--- src/qpv_pkg.sv ---
// Shared types, codes and helpers for the quadrature position/velocity unit.
// Used by qpv_ctrl, qpv_datapath and the top level; no dependencies.
package qpv_pkg;

  // Input op codes
  localparam logic [1:0] OP_EDGE_A = 2'd0;
  localparam logic [1:0] OP_EDGE_B = 2'd1;
  localparam logic [1:0] OP_UPDATE = 2'd2;

  // Configuration register indexes
  localparam logic REG_RAD_PER_COUNT = 1'b0;
  localparam logic REG_INTERVAL      = 1'b1;

  // Register reset values
  localparam logic [31:0] RAD_PER_COUNT_RST = 32'd102944;
  localparam logic [15:0] INTERVAL_RST      = 16'd100;

  // Velocity divider: quotient bits produced, one per cycle
  localparam int unsigned DIV_STEPS = 32;
  localparam int unsigned STEP_W    = $clog2(DIV_STEPS);

  // Datapath commands issued by the controller
  typedef enum logic [3:0] {
    CMD_NONE,
    CMD_EDGE,
    CMD_START,
    CMD_MUL_POS,
    CMD_MUL_VEL,
    CMD_SCALE_A,
    CMD_SCALE_B,
    CMD_CHECK,
    CMD_DIV_STEP,
    CMD_ROUND
  } dp_cmd_e;

  typedef struct packed {
    dp_cmd_e cmd;
    logic    load_out;  // capture a result item into the output register
    logic    rec;       // recomputed flag for that item
  } dp_ctrl_t;

  typedef struct packed {
    logic due;  // update item has reached the interval
    logic ovf;  // velocity quotient does not fit in 32 bits
  } dp_stat_t;

  // Unsigned magnitude of a 32-bit two's complement value
  function automatic logic [31:0] mag32(input logic [31:0] v);
    logic [31:0] m;
    m = v[31] ? (~v + 32'd1) : v;
    return m;
  endfunction

  // Apply sign to a magnitude and clamp to the Q16.16 range
  function automatic logic [31:0] sign_sat(input logic [56:0] mag, input logic neg);
    logic [31:0] r;
    if (neg) begin
      if (mag > 57'h0_8000_0000) r = 32'h8000_0000;
      else                       r = ~mag[31:0] + 32'd1;
    end else begin
      if (mag > 57'h0_7FFF_FFFF) r = 32'h7FFF_FFFF;
      else                       r = mag[31:0];
    end
    return r;
  endfunction

endpackage

--- src/quadrature_position_velocity_unit.sv ---
// Quadrature x4 decoder with periodic position and velocity. Edge items (op A or B)
// step the running count and return a result in the cycle after acceptance. An update
// item whose elapsed time is below the interval, or an unused op code, also returns
// at once with recomputed 0. An update that is due recomputes position and velocity:
// one shared 32x32 multiplier pass each, x1000 scaling in S_SC1 and S_SC2, and a
// restoring divider producing one quotient bit per cycle, skipped when the quotient
// exceeds 32 bits. One item is in flight at a time; the next item is taken no earlier
// than the cycle in which the previous result is accepted. Depends on qpv_pkg, qpv_ctrl
// and qpv_datapath.
module quadrature_position_velocity_unit import qpv_pkg::*; (
  input  logic               clk_i,
  input  logic               rst_ni,
  input  logic               cfg_we_i,
  input  logic               cfg_idx_i,
  input  logic [31:0]        cfg_wdata_i,
  input  logic               in_valid_i,
  output logic               in_ready_o,
  input  logic [1:0]         op_i,
  input  logic               a_level_i,
  input  logic               b_level_i,
  input  logic [31:0]        time_ms_i,
  output logic               out_valid_o,
  input  logic               out_ready_i,
  output logic signed [31:0] edge_count_o,
  output logic signed [31:0] position_q16_o,
  output logic signed [31:0] velocity_q16_o,
  output logic               recomputed_o
);

  dp_ctrl_t    ctrl;
  dp_stat_t    stat;
  logic [31:0] cnt_raw, pos_raw, vel_raw;

  qpv_ctrl u_ctrl (
    .clk_i       (clk_i),
    .rst_ni      (rst_ni),
    .in_valid_i  (in_valid_i),
    .in_ready_o  (in_ready_o),
    .op_i        (op_i),
    .out_valid_o (out_valid_o),
    .out_ready_i (out_ready_i),
    .stat_i      (stat),
    .ctrl_o      (ctrl)
  );

  qpv_datapath u_datapath (
    .clk_i          (clk_i),
    .rst_ni         (rst_ni),
    .cfg_we_i       (cfg_we_i),
    .cfg_idx_i      (cfg_idx_i),
    .cfg_wdata_i    (cfg_wdata_i),
    .op_i           (op_i),
    .a_level_i      (a_level_i),
    .b_level_i      (b_level_i),
    .time_ms_i      (time_ms_i),
    .ctrl_i         (ctrl),
    .stat_o         (stat),
    .edge_count_o   (cnt_raw),
    .position_q16_o (pos_raw),
    .velocity_q16_o (vel_raw),
    .recomputed_o   (recomputed_o)
  );

  assign edge_count_o   = $signed(cnt_raw);
  assign position_q16_o = $signed(pos_raw);
  assign velocity_q16_o = $signed(vel_raw);

`ifndef SYNTH
  // An edge item yields its result on the next cycle
  a_edge_fast: assert property (@(posedge clk_i) disable iff (!rst_ni)
    in_valid_i && in_ready_o && (op_i == OP_EDGE_A || op_i == OP_EDGE_B) |=> out_valid_o)
    else $error("edge item did not produce a result next cycle");

  // An item that is not an update never reports a recomputation
  a_no_rec: assert property (@(posedge clk_i) disable iff (!rst_ni)
    in_valid_i && in_ready_o && op_i != OP_UPDATE |=> !recomputed_o)
    else $error("recomputed flag set for a non-update item");

  // An edge item changes the reported count
  a_step_one: assert property (@(posedge clk_i) disable iff (!rst_ni)
    in_valid_i && in_ready_o && (op_i == OP_EDGE_A || op_i == OP_EDGE_B) |=>
    (cnt_raw != $past(cnt_raw) || !out_valid_o))
    else $error("edge item left the count unchanged");
`endif

endmodule

--- src/qpv_ctrl.sv ---
// Sequencer for the quadrature unit: handshakes, command sequencing, divider count.
// Depends on qpv_pkg.
module qpv_ctrl import qpv_pkg::*; (
  input  logic       clk_i,
  input  logic       rst_ni,
  input  logic       in_valid_i,
  output logic       in_ready_o,
  input  logic [1:0] op_i,
  output logic       out_valid_o,
  input  logic       out_ready_i,
  input  dp_stat_t   stat_i,
  output dp_ctrl_t   ctrl_o
);

  typedef enum logic [3:0] {
    S_IDLE,
    S_MULP,
    S_MULV,
    S_SC1,
    S_SC2,
    S_CHK,
    S_DIV,
    S_ROUND,
    S_OUT
  } state_e;

  state_e              state_q;
  logic                out_valid_q;
  logic [STEP_W-1:0]   step_q;
  logic                slot_free;
  logic                accept;

  assign slot_free   = !out_valid_q || out_ready_i;
  assign in_ready_o  = (state_q == S_IDLE) && slot_free;
  assign accept      = in_valid_i && in_ready_o;
  assign out_valid_o = out_valid_q;

  // Command decode
  always_comb begin
    ctrl_o = '{cmd: CMD_NONE, load_out: 1'b0, rec: 1'b0};
    case (state_q)
      S_IDLE: begin
        if (accept) begin
          case (op_i)
            OP_EDGE_A, OP_EDGE_B: begin
              ctrl_o.cmd      = CMD_EDGE;
              ctrl_o.load_out = 1'b1;
            end
            OP_UPDATE: begin
              if (stat_i.due) ctrl_o.cmd = CMD_START;
              else            ctrl_o.load_out = 1'b1;
            end
            default: ctrl_o.load_out = 1'b1;
          endcase
        end
      end
      S_MULP:  ctrl_o.cmd = CMD_MUL_POS;
      S_MULV:  ctrl_o.cmd = CMD_MUL_VEL;
      S_SC1:   ctrl_o.cmd = CMD_SCALE_A;
      S_SC2:   ctrl_o.cmd = CMD_SCALE_B;
      S_CHK:   ctrl_o.cmd = CMD_CHECK;
      S_DIV:   ctrl_o.cmd = CMD_DIV_STEP;
      S_ROUND: ctrl_o.cmd = CMD_ROUND;
      S_OUT: begin
        ctrl_o.load_out = slot_free;
        ctrl_o.rec      = 1'b1;
      end
      default: ctrl_o.cmd = CMD_NONE;
    endcase
  end

  // State, divider step count and output valid
  always_ff @(posedge clk_i or negedge rst_ni) begin
    if (!rst_ni) begin
      state_q     <= S_IDLE;
      step_q      <= '0;
      out_valid_q <= 1'b0;
    end else begin
      if (ctrl_o.load_out)  out_valid_q <= 1'b1;
      else if (out_ready_i) out_valid_q <= 1'b0;

      case (state_q)
        S_IDLE:  if (ctrl_o.cmd == CMD_START) state_q <= S_MULP;
        S_MULP:  state_q <= S_MULV;
        S_MULV:  state_q <= S_SC1;
        S_SC1:   state_q <= S_SC2;
        S_SC2:   state_q <= S_CHK;
        S_CHK: begin
          step_q  <= '0;
          state_q <= stat_i.ovf ? S_ROUND : S_DIV;
        end
        S_DIV: begin
          step_q <= step_q + STEP_W'(1);
          if (step_q == STEP_W'(DIV_STEPS - 1)) state_q <= S_ROUND;
        end
        S_ROUND: state_q <= S_OUT;
        S_OUT:   if (slot_free) state_q <= S_IDLE;
        default: state_q <= S_IDLE;
      endcase
    end
  end

endmodule

--- src/qpv_datapath.sv ---
// Datapath: count, config registers, shared multiplier, x1000 scaling,
// restoring divider, rounding/saturation and the output register. Depends on qpv_pkg.
module qpv_datapath import qpv_pkg::*; (
  input  logic        clk_i,
  input  logic        rst_ni,
  input  logic        cfg_we_i,
  input  logic        cfg_idx_i,
  input  logic [31:0] cfg_wdata_i,
  input  logic [1:0]  op_i,
  input  logic        a_level_i,
  input  logic        b_level_i,
  input  logic [31:0] time_ms_i,
  input  dp_ctrl_t    ctrl_i,
  output dp_stat_t    stat_o,
  output logic [31:0] edge_count_o,
  output logic [31:0] position_q16_o,
  output logic [31:0] velocity_q16_o,
  output logic        recomputed_o
);

  // Architectural state
  logic [31:0] rpc_q, cnt_q, cnt_d, cnt_last_q, t_last_q, pos_q, vel_q;
  logic [15:0] intv_q;
  // Work registers
  logic [31:0] now_q, dmag_q, quo_q, lo_q;
  logic        vneg_q, ovf_q;
  logic [39:0] den_q, rem_q;
  logic [63:0] prod_q;
  logic [73:0] n_q;
  // Output register
  logic [31:0] out_cnt_q, out_pos_q, out_vel_q;
  logic        out_rec_q;

  logic [31:0] elapsed, delta, mul_a;
  logic [15:0] limit;
  logic        step_up;
  logic [63:0] prod_full;
  logic [56:0] pos_round, vel_mag;
  logic [40:0] trial;
  logic        trial_ge, rnd;
  logic [32:0] total;

  // Interval check for update items; zero interval acts as one
  assign elapsed    = time_ms_i - t_last_q;
  assign limit      = (intv_q == 16'd0) ? 16'd1 : intv_q;
  assign stat_o.due = elapsed >= {16'd0, limit};
  assign stat_o.ovf = n_q[73:32] >= {2'b00, den_q};

  // x4 direction
  assign step_up = (op_i == OP_EDGE_A) ? (a_level_i != b_level_i) : (a_level_i == b_level_i);
  assign cnt_d   = (ctrl_i.cmd == CMD_EDGE) ? (step_up ? cnt_q + 32'd1 : cnt_q - 32'd1) : cnt_q;
  assign delta   = cnt_q - cnt_last_q;

  // Shared 32x32 multiplier
  assign mul_a     = (ctrl_i.cmd == CMD_MUL_POS) ? mag32(cnt_q) : dmag_q;
  assign prod_full = 64'(mul_a) * 64'(rpc_q);

  // Position rounding from Q8.24 * count to Q16.16
  assign pos_round = {1'b0, prod_q[63:8]} + 57'(prod_q[7]);

  // Divider step and final rounding
  assign trial    = {rem_q, lo_q[31]};
  assign trial_ge = trial >= {1'b0, den_q};
  assign rnd      = {rem_q, 1'b0} >= {1'b0, den_q};
  assign total    = {1'b0, quo_q} + 33'(rnd);
  assign vel_mag  = ovf_q ? '1 : 57'(total);

  // Config and architectural state
  always_ff @(posedge clk_i or negedge rst_ni) begin
    if (!rst_ni) begin
      rpc_q      <= RAD_PER_COUNT_RST;
      intv_q     <= INTERVAL_RST;
      cnt_q      <= '0;
      cnt_last_q <= '0;
      t_last_q   <= '0;
      pos_q      <= '0;
      vel_q      <= '0;
    end else begin
      if (cfg_we_i) begin
        case (cfg_idx_i)
          REG_RAD_PER_COUNT: rpc_q  <= cfg_wdata_i;
          REG_INTERVAL:      intv_q <= cfg_wdata_i[15:0];
          default:           rpc_q  <= rpc_q;
        endcase
      end
      cnt_q <= cnt_d;
      if (ctrl_i.cmd == CMD_MUL_VEL) pos_q <= sign_sat(pos_round, cnt_q[31]);
      if (ctrl_i.cmd == CMD_ROUND) begin
        vel_q      <= sign_sat(vel_mag, vneg_q);
        cnt_last_q <= cnt_q;
        t_last_q   <= now_q;
      end
    end
  end

  // Work registers for the velocity computation
  always_ff @(posedge clk_i) begin
    case (ctrl_i.cmd)
      CMD_START: begin
        now_q  <= time_ms_i;
        den_q  <= {elapsed, 8'd0};
        dmag_q <= mag32(delta);
        vneg_q <= delta[31];
      end
      CMD_MUL_POS, CMD_MUL_VEL: prod_q <= prod_full;
      // times 1000 = 1024 - 8 - 16
      CMD_SCALE_A: n_q <= {prod_q, 10'd0} - {7'd0, prod_q, 3'd0};
      CMD_SCALE_B: n_q <= n_q - {6'd0, prod_q, 4'd0};
      CMD_CHECK: begin
        ovf_q <= stat_o.ovf;
        rem_q <= n_q[71:32];
        lo_q  <= n_q[31:0];
        quo_q <= '0;
      end
      CMD_DIV_STEP: begin
        rem_q <= trial_ge ? 40'(trial - {1'b0, den_q}) : trial[39:0];
        quo_q <= {quo_q[30:0], trial_ge};
        lo_q  <= {lo_q[30:0], 1'b0};
      end
      default: ;
    endcase
  end

  // Output register
  always_ff @(posedge clk_i or negedge rst_ni) begin
    if (!rst_ni) begin
      out_cnt_q <= '0;
      out_pos_q <= '0;
      out_vel_q <= '0;
      out_rec_q <= 1'b0;
    end else if (ctrl_i.load_out) begin
      out_cnt_q <= cnt_d;
      out_pos_q <= pos_q;
      out_vel_q <= vel_q;
      out_rec_q <= ctrl_i.rec;
    end
  end

  assign edge_count_o   = out_cnt_q;
  assign position_q16_o = out_pos_q;
  assign velocity_q16_o = out_vel_q;
  assign recomputed_o   = out_rec_q;

endmodule

--- config.mk ---
export PLATFORM = sky130hd
export DESIGN_NAME = quadrature_position_velocity_unit
export DESIGN_NICKNAME = d
export VERILOG_FILES = /design/src/qpv_pkg.sv /design/src/quadrature_position_velocity_unit.sv /design/src/qpv_ctrl.sv /design/src/qpv_datapath.sv
export SDC_FILE = /design/constraint.sdc
export NUM_CORES = 2
export LEC_CHECK = 0
export BUFFER_PORTS_ARGS = -buffer_cell sky130_fd_sc_hd__buf_4
export CAP_MARGIN = 20
export CORE_ASPECT_RATIO = 0.7
export CORE_MARGIN = 2
export CORE_UTILIZATION = 40
export CTS_CLUSTER_DIAMETER = 30
export DETAILED_ROUTE_END_ITERATION = 12
export MAX_ROUTING_LAYER = met4
export PLACE_DENSITY = 0.57
export SYNTH_ARGS = -nofsm -noshare
export SYNTH_HDL_FRONTEND = slang
export SYNTH_SLANG_ARGS = --single-unit
--- constraint.sdc ---
create_clock -name clk_i -period 13.2 [get_ports clk_i]
set_input_delay 0.66 -clock clk_i [delete_from_list [all_inputs] [get_ports clk_i]]
set_output_delay 0.66 -clock clk_i [all_outputs]
set_load 0.05 [all_outputs]
==> out/qor.csv <==
stage;metric;value;unit
die;start_util;40.4;%
clock_tree;clk_path_buf_depth;4;
layout;n_fill_cell;18800;
synthesis;synth_top_area_share;23.0;%
synthesis;post-synth-top-count-cell;inv_1;
placement;placed_cell_area;82600;µm²
synthesis;syn_inst;8673;
hold_path;worst_hold_path_type;primary input to flop;
placement;dpl.hpwl;202;mm
synthesis;synth_top_family_by_area;adder cells;
synthesis;yosysTopAreaCell;fa_1;
worst_setup_path;crit_path_end;u_datapath.prod_q[63]$_DFFE_PP_;
die;core_area;194000;µm²
synthesis;synth_cell_types;84;
grt;grt_max_degree;94;
grt;overflow;0;
timing;finalSetupViolations;0;
status;status;completed;
worst_setup_path;path_buf_inv;4;
worst_setup_path;max_stage_delay;0.73;ns
synthesis;ys_seq_elements;649;
worst_setup_path;critPathArrivalTime;11.92;ns
grt;grt_pass1_vias;62800;
worst_setup_path;start_kind;flop;
worst_setup_path;worstSetupStartpoint;u_datapath.cnt_q[2]$_DFF_PN0_;
synthesis;ys_seq_area_share;22.8;%
die;fp-row-count;135;
clock_tree;clk_pin_slew;0.05;ns
synthesis;avgSynthCellArea;9.05;µm²
timing;relSlewSlack;25.1;%
grt;grt_pass1_wl;395;mm
routing;drt-vias-per-instance;5.58;
synthesis;ys.warnings.count;0;
timing;final_hold_viol_count;0;
worst_setup_path;reg2reg_slack;1.80;ns
synthesis;ys_top_cells_by_count;inv_1 (1172), nand2_1 (1026), fa_1 (901), and2_1 (611), ha_1 (569);
synthesis;synthMuxAreaShare;2.57;%
layout;final_area;88100;µm²
routing;drc_errors;0;
layout;drive_above_1_share;8.87;%
die;chipHeight;375;µm
worst_setup_path;crit_path_frequent_cell;fa_1;
layout;post-route-util;45.3;%
die;die_w;533;µm
synthesis;syn_nets;10200;
worst_setup_path;crit_required;13.72;ns
timing;tightest_slew;1.11;ns
clock_tree;cts_tree;done;
synthesis;synth_compound_area_share;12.6;%
routing;postRouteAntennaNets;0;
die;pin_count;173;
worst_setup_path;end_kind;flop;
die;dieArea;200000;µm²
worst_setup_path;critical_path_peak_fanout;24;
timing;slew_violations;0;
timing;whs;0.0466;ns
timing;period_share;86.4;%
layout;nets;10300;
worst_setup_path;cp_slowest_cell;o41ai_1;
synthesis;synth_xor_area_share;4.83;%
routing;routedWlPerCell;22.4;µm
synthesis;async_reset_ff_share;48.5;%
layout;regMostFlops;u_datapath.n_q;
synthesis;netlist_area;78500;µm²
layout;reg_top3;u_datapath.n_q (71), u_datapath.prod_q (64), u_datapath.rem_q (40);
routing;vias;64000;
clock_tree;cts_num_sinks;649;
worst_setup_path;rr_endpoint;u_datapath.prod_q[63]$_DFFE_PP_;
layout;areaGrowthSynthToFinish;12.3;%
routing;wl;256;mm
synthesis;synthSimpleGateAreaFrac;17.4;%
synthesis;synthFlopType;edfxtp_1;
routing;drt-pass1-iter-count;6;
layout;largest_reg_flops;71;
worst_setup_path;reg2reg_from;u_datapath.cnt_q[2]$_DFF_PN0_;
grt;antenna_found_initial;13;
clock_tree;clock_latency;0.83;ns
clock_tree;numCtsBuffers;157;
placement;numPortBuffers;172;
synthesis;yosys.area_share.adder;32.1;%
timing;fin_skew;0.0927;ns
job;drv_cap;0;
timing;fin_crit;11.40;ns
clock_tree;cts_setup_buffers;0;
timing;rsz0062_at_grt;false;
worst_setup_path;ff2ff_path_depth;32;
worst_setup_path;path_depth;32;
clock_tree;cts-root-buf;clkbuf_16;
timing;tns;0;ns
synthesis;yosys-top-cells-area;fa_1 (23%), edfxtp_1 (13%), dfrtp_1 (9.8%), ha_1 (9.1%), inv_1 (5.6%);
routing;drt_iter0_markers;5942;
timing;timing.fmax;87.7;MHz
clock_tree;cts_max_level;4;
worst_setup_path;path_delay_family;adder cells;
placement;gp_congestion;0.966;
synthesis;synth_edf_count;334;
grt;grt_usage;26.3;%
worst_setup_path;worstSetupPathType;flop to flop;
logic make-up after synthesis:
| family | after synthesis |
|---|---|
| and+or+nand+nor | 2775 |
| buffers and inverters | 1591 |
| AOI/OAI and AO/OA | 1573 |
| adders and majority gates | 1470 |
| DFF | 649 |
| xor gates and xnor gates | 433 |
| muxes | 182 |
layout by cell type (no fill, tap or decap), types with 167 or more instances in the layout:
cell type,count
xnor2_1,266
xor2_1,167
and2_1,611
ha_1,569
nor2_1,384
edfxtp_1,334
fa_1,901
dfrtp_1,302
buf_4,281
inv_1,1170
clkbuf_16,168
nand2_1,1024
o21ai_0,416
a21oi_1,434
worst min-delay path by stage:
stage                                          end  slack, ns                            from  cells past startpoint
2_1_floorplan       u_ctrl.out_valid_o$_DFFE_PN0P_       0.36                          rst_ni                      0
3_3_place_gp   u_datapath.t_last_q[31]$_DFFE_PN0N_       0.42  u_datapath.now_q[31]$_DFFE_PN_                      2
3_5_place_dp    u_datapath.t_last_q[0]$_DFFE_PN0N_       0.44   u_datapath.now_q[0]$_DFFE_PN_                      2
4_1_cts              u_datapath.now_q[8]$_DFFE_PN_     0.0005                    time_ms_i[8]                      1
5_1_grt              u_datapath.now_q[8]$_DFFE_PN_      0.008                    time_ms_i[8]                      1
6_report             u_datapath.now_q[8]$_DFFE_PN_       0.05                    time_ms_i[8]                      1
repair_timing:
item	4_1_cts	5_1_grt
resized for setup	0	0
hold buffers	28	0
endpoints found under the setup margin	0	0
hold endpoints to repair	95	0
routing by layer:
metal / part of all wire, % / GRT usage, % / wire, µm
met1: 49 / 40.5 / 126000
met2: 40 / 35.4 / 103000
met3: 8.8 / 5.20 / 22600
met4: 1.8 / 4.83 / 4560
met5: 0 / - / 0
layout make-up:
cell class                      instances  area (µm²)  share of cell area, %
Antenna cell                            7        17.5                 0.0199
Clock inverter                         86         774                  0.879
Multi-Input combinational cell       6433       54800                   62.2
Tap cell                             2603        3260                   3.70
Timing Repair Buffer                  319        2540                   2.89
Sequential cell                       649       17900                   20.4
Clock buffer                          193        4370                   4.96
Inverter                             1174        4410                   5.01
through the flow:
step / setup slack, ns / std cells
final: 1.80 / 11500
after global routing: 1.34 / 11500
after CTS: 2.00 / 11500
after detailed placement: 2.01 / 11100
after global placement: 1.85 / 11100
after floorplan: 3.21 / 8673
Power is left out: the tool's default activity adds up to more than one toggle a clock period on the data nets, which glitch-free logic cannot reach.
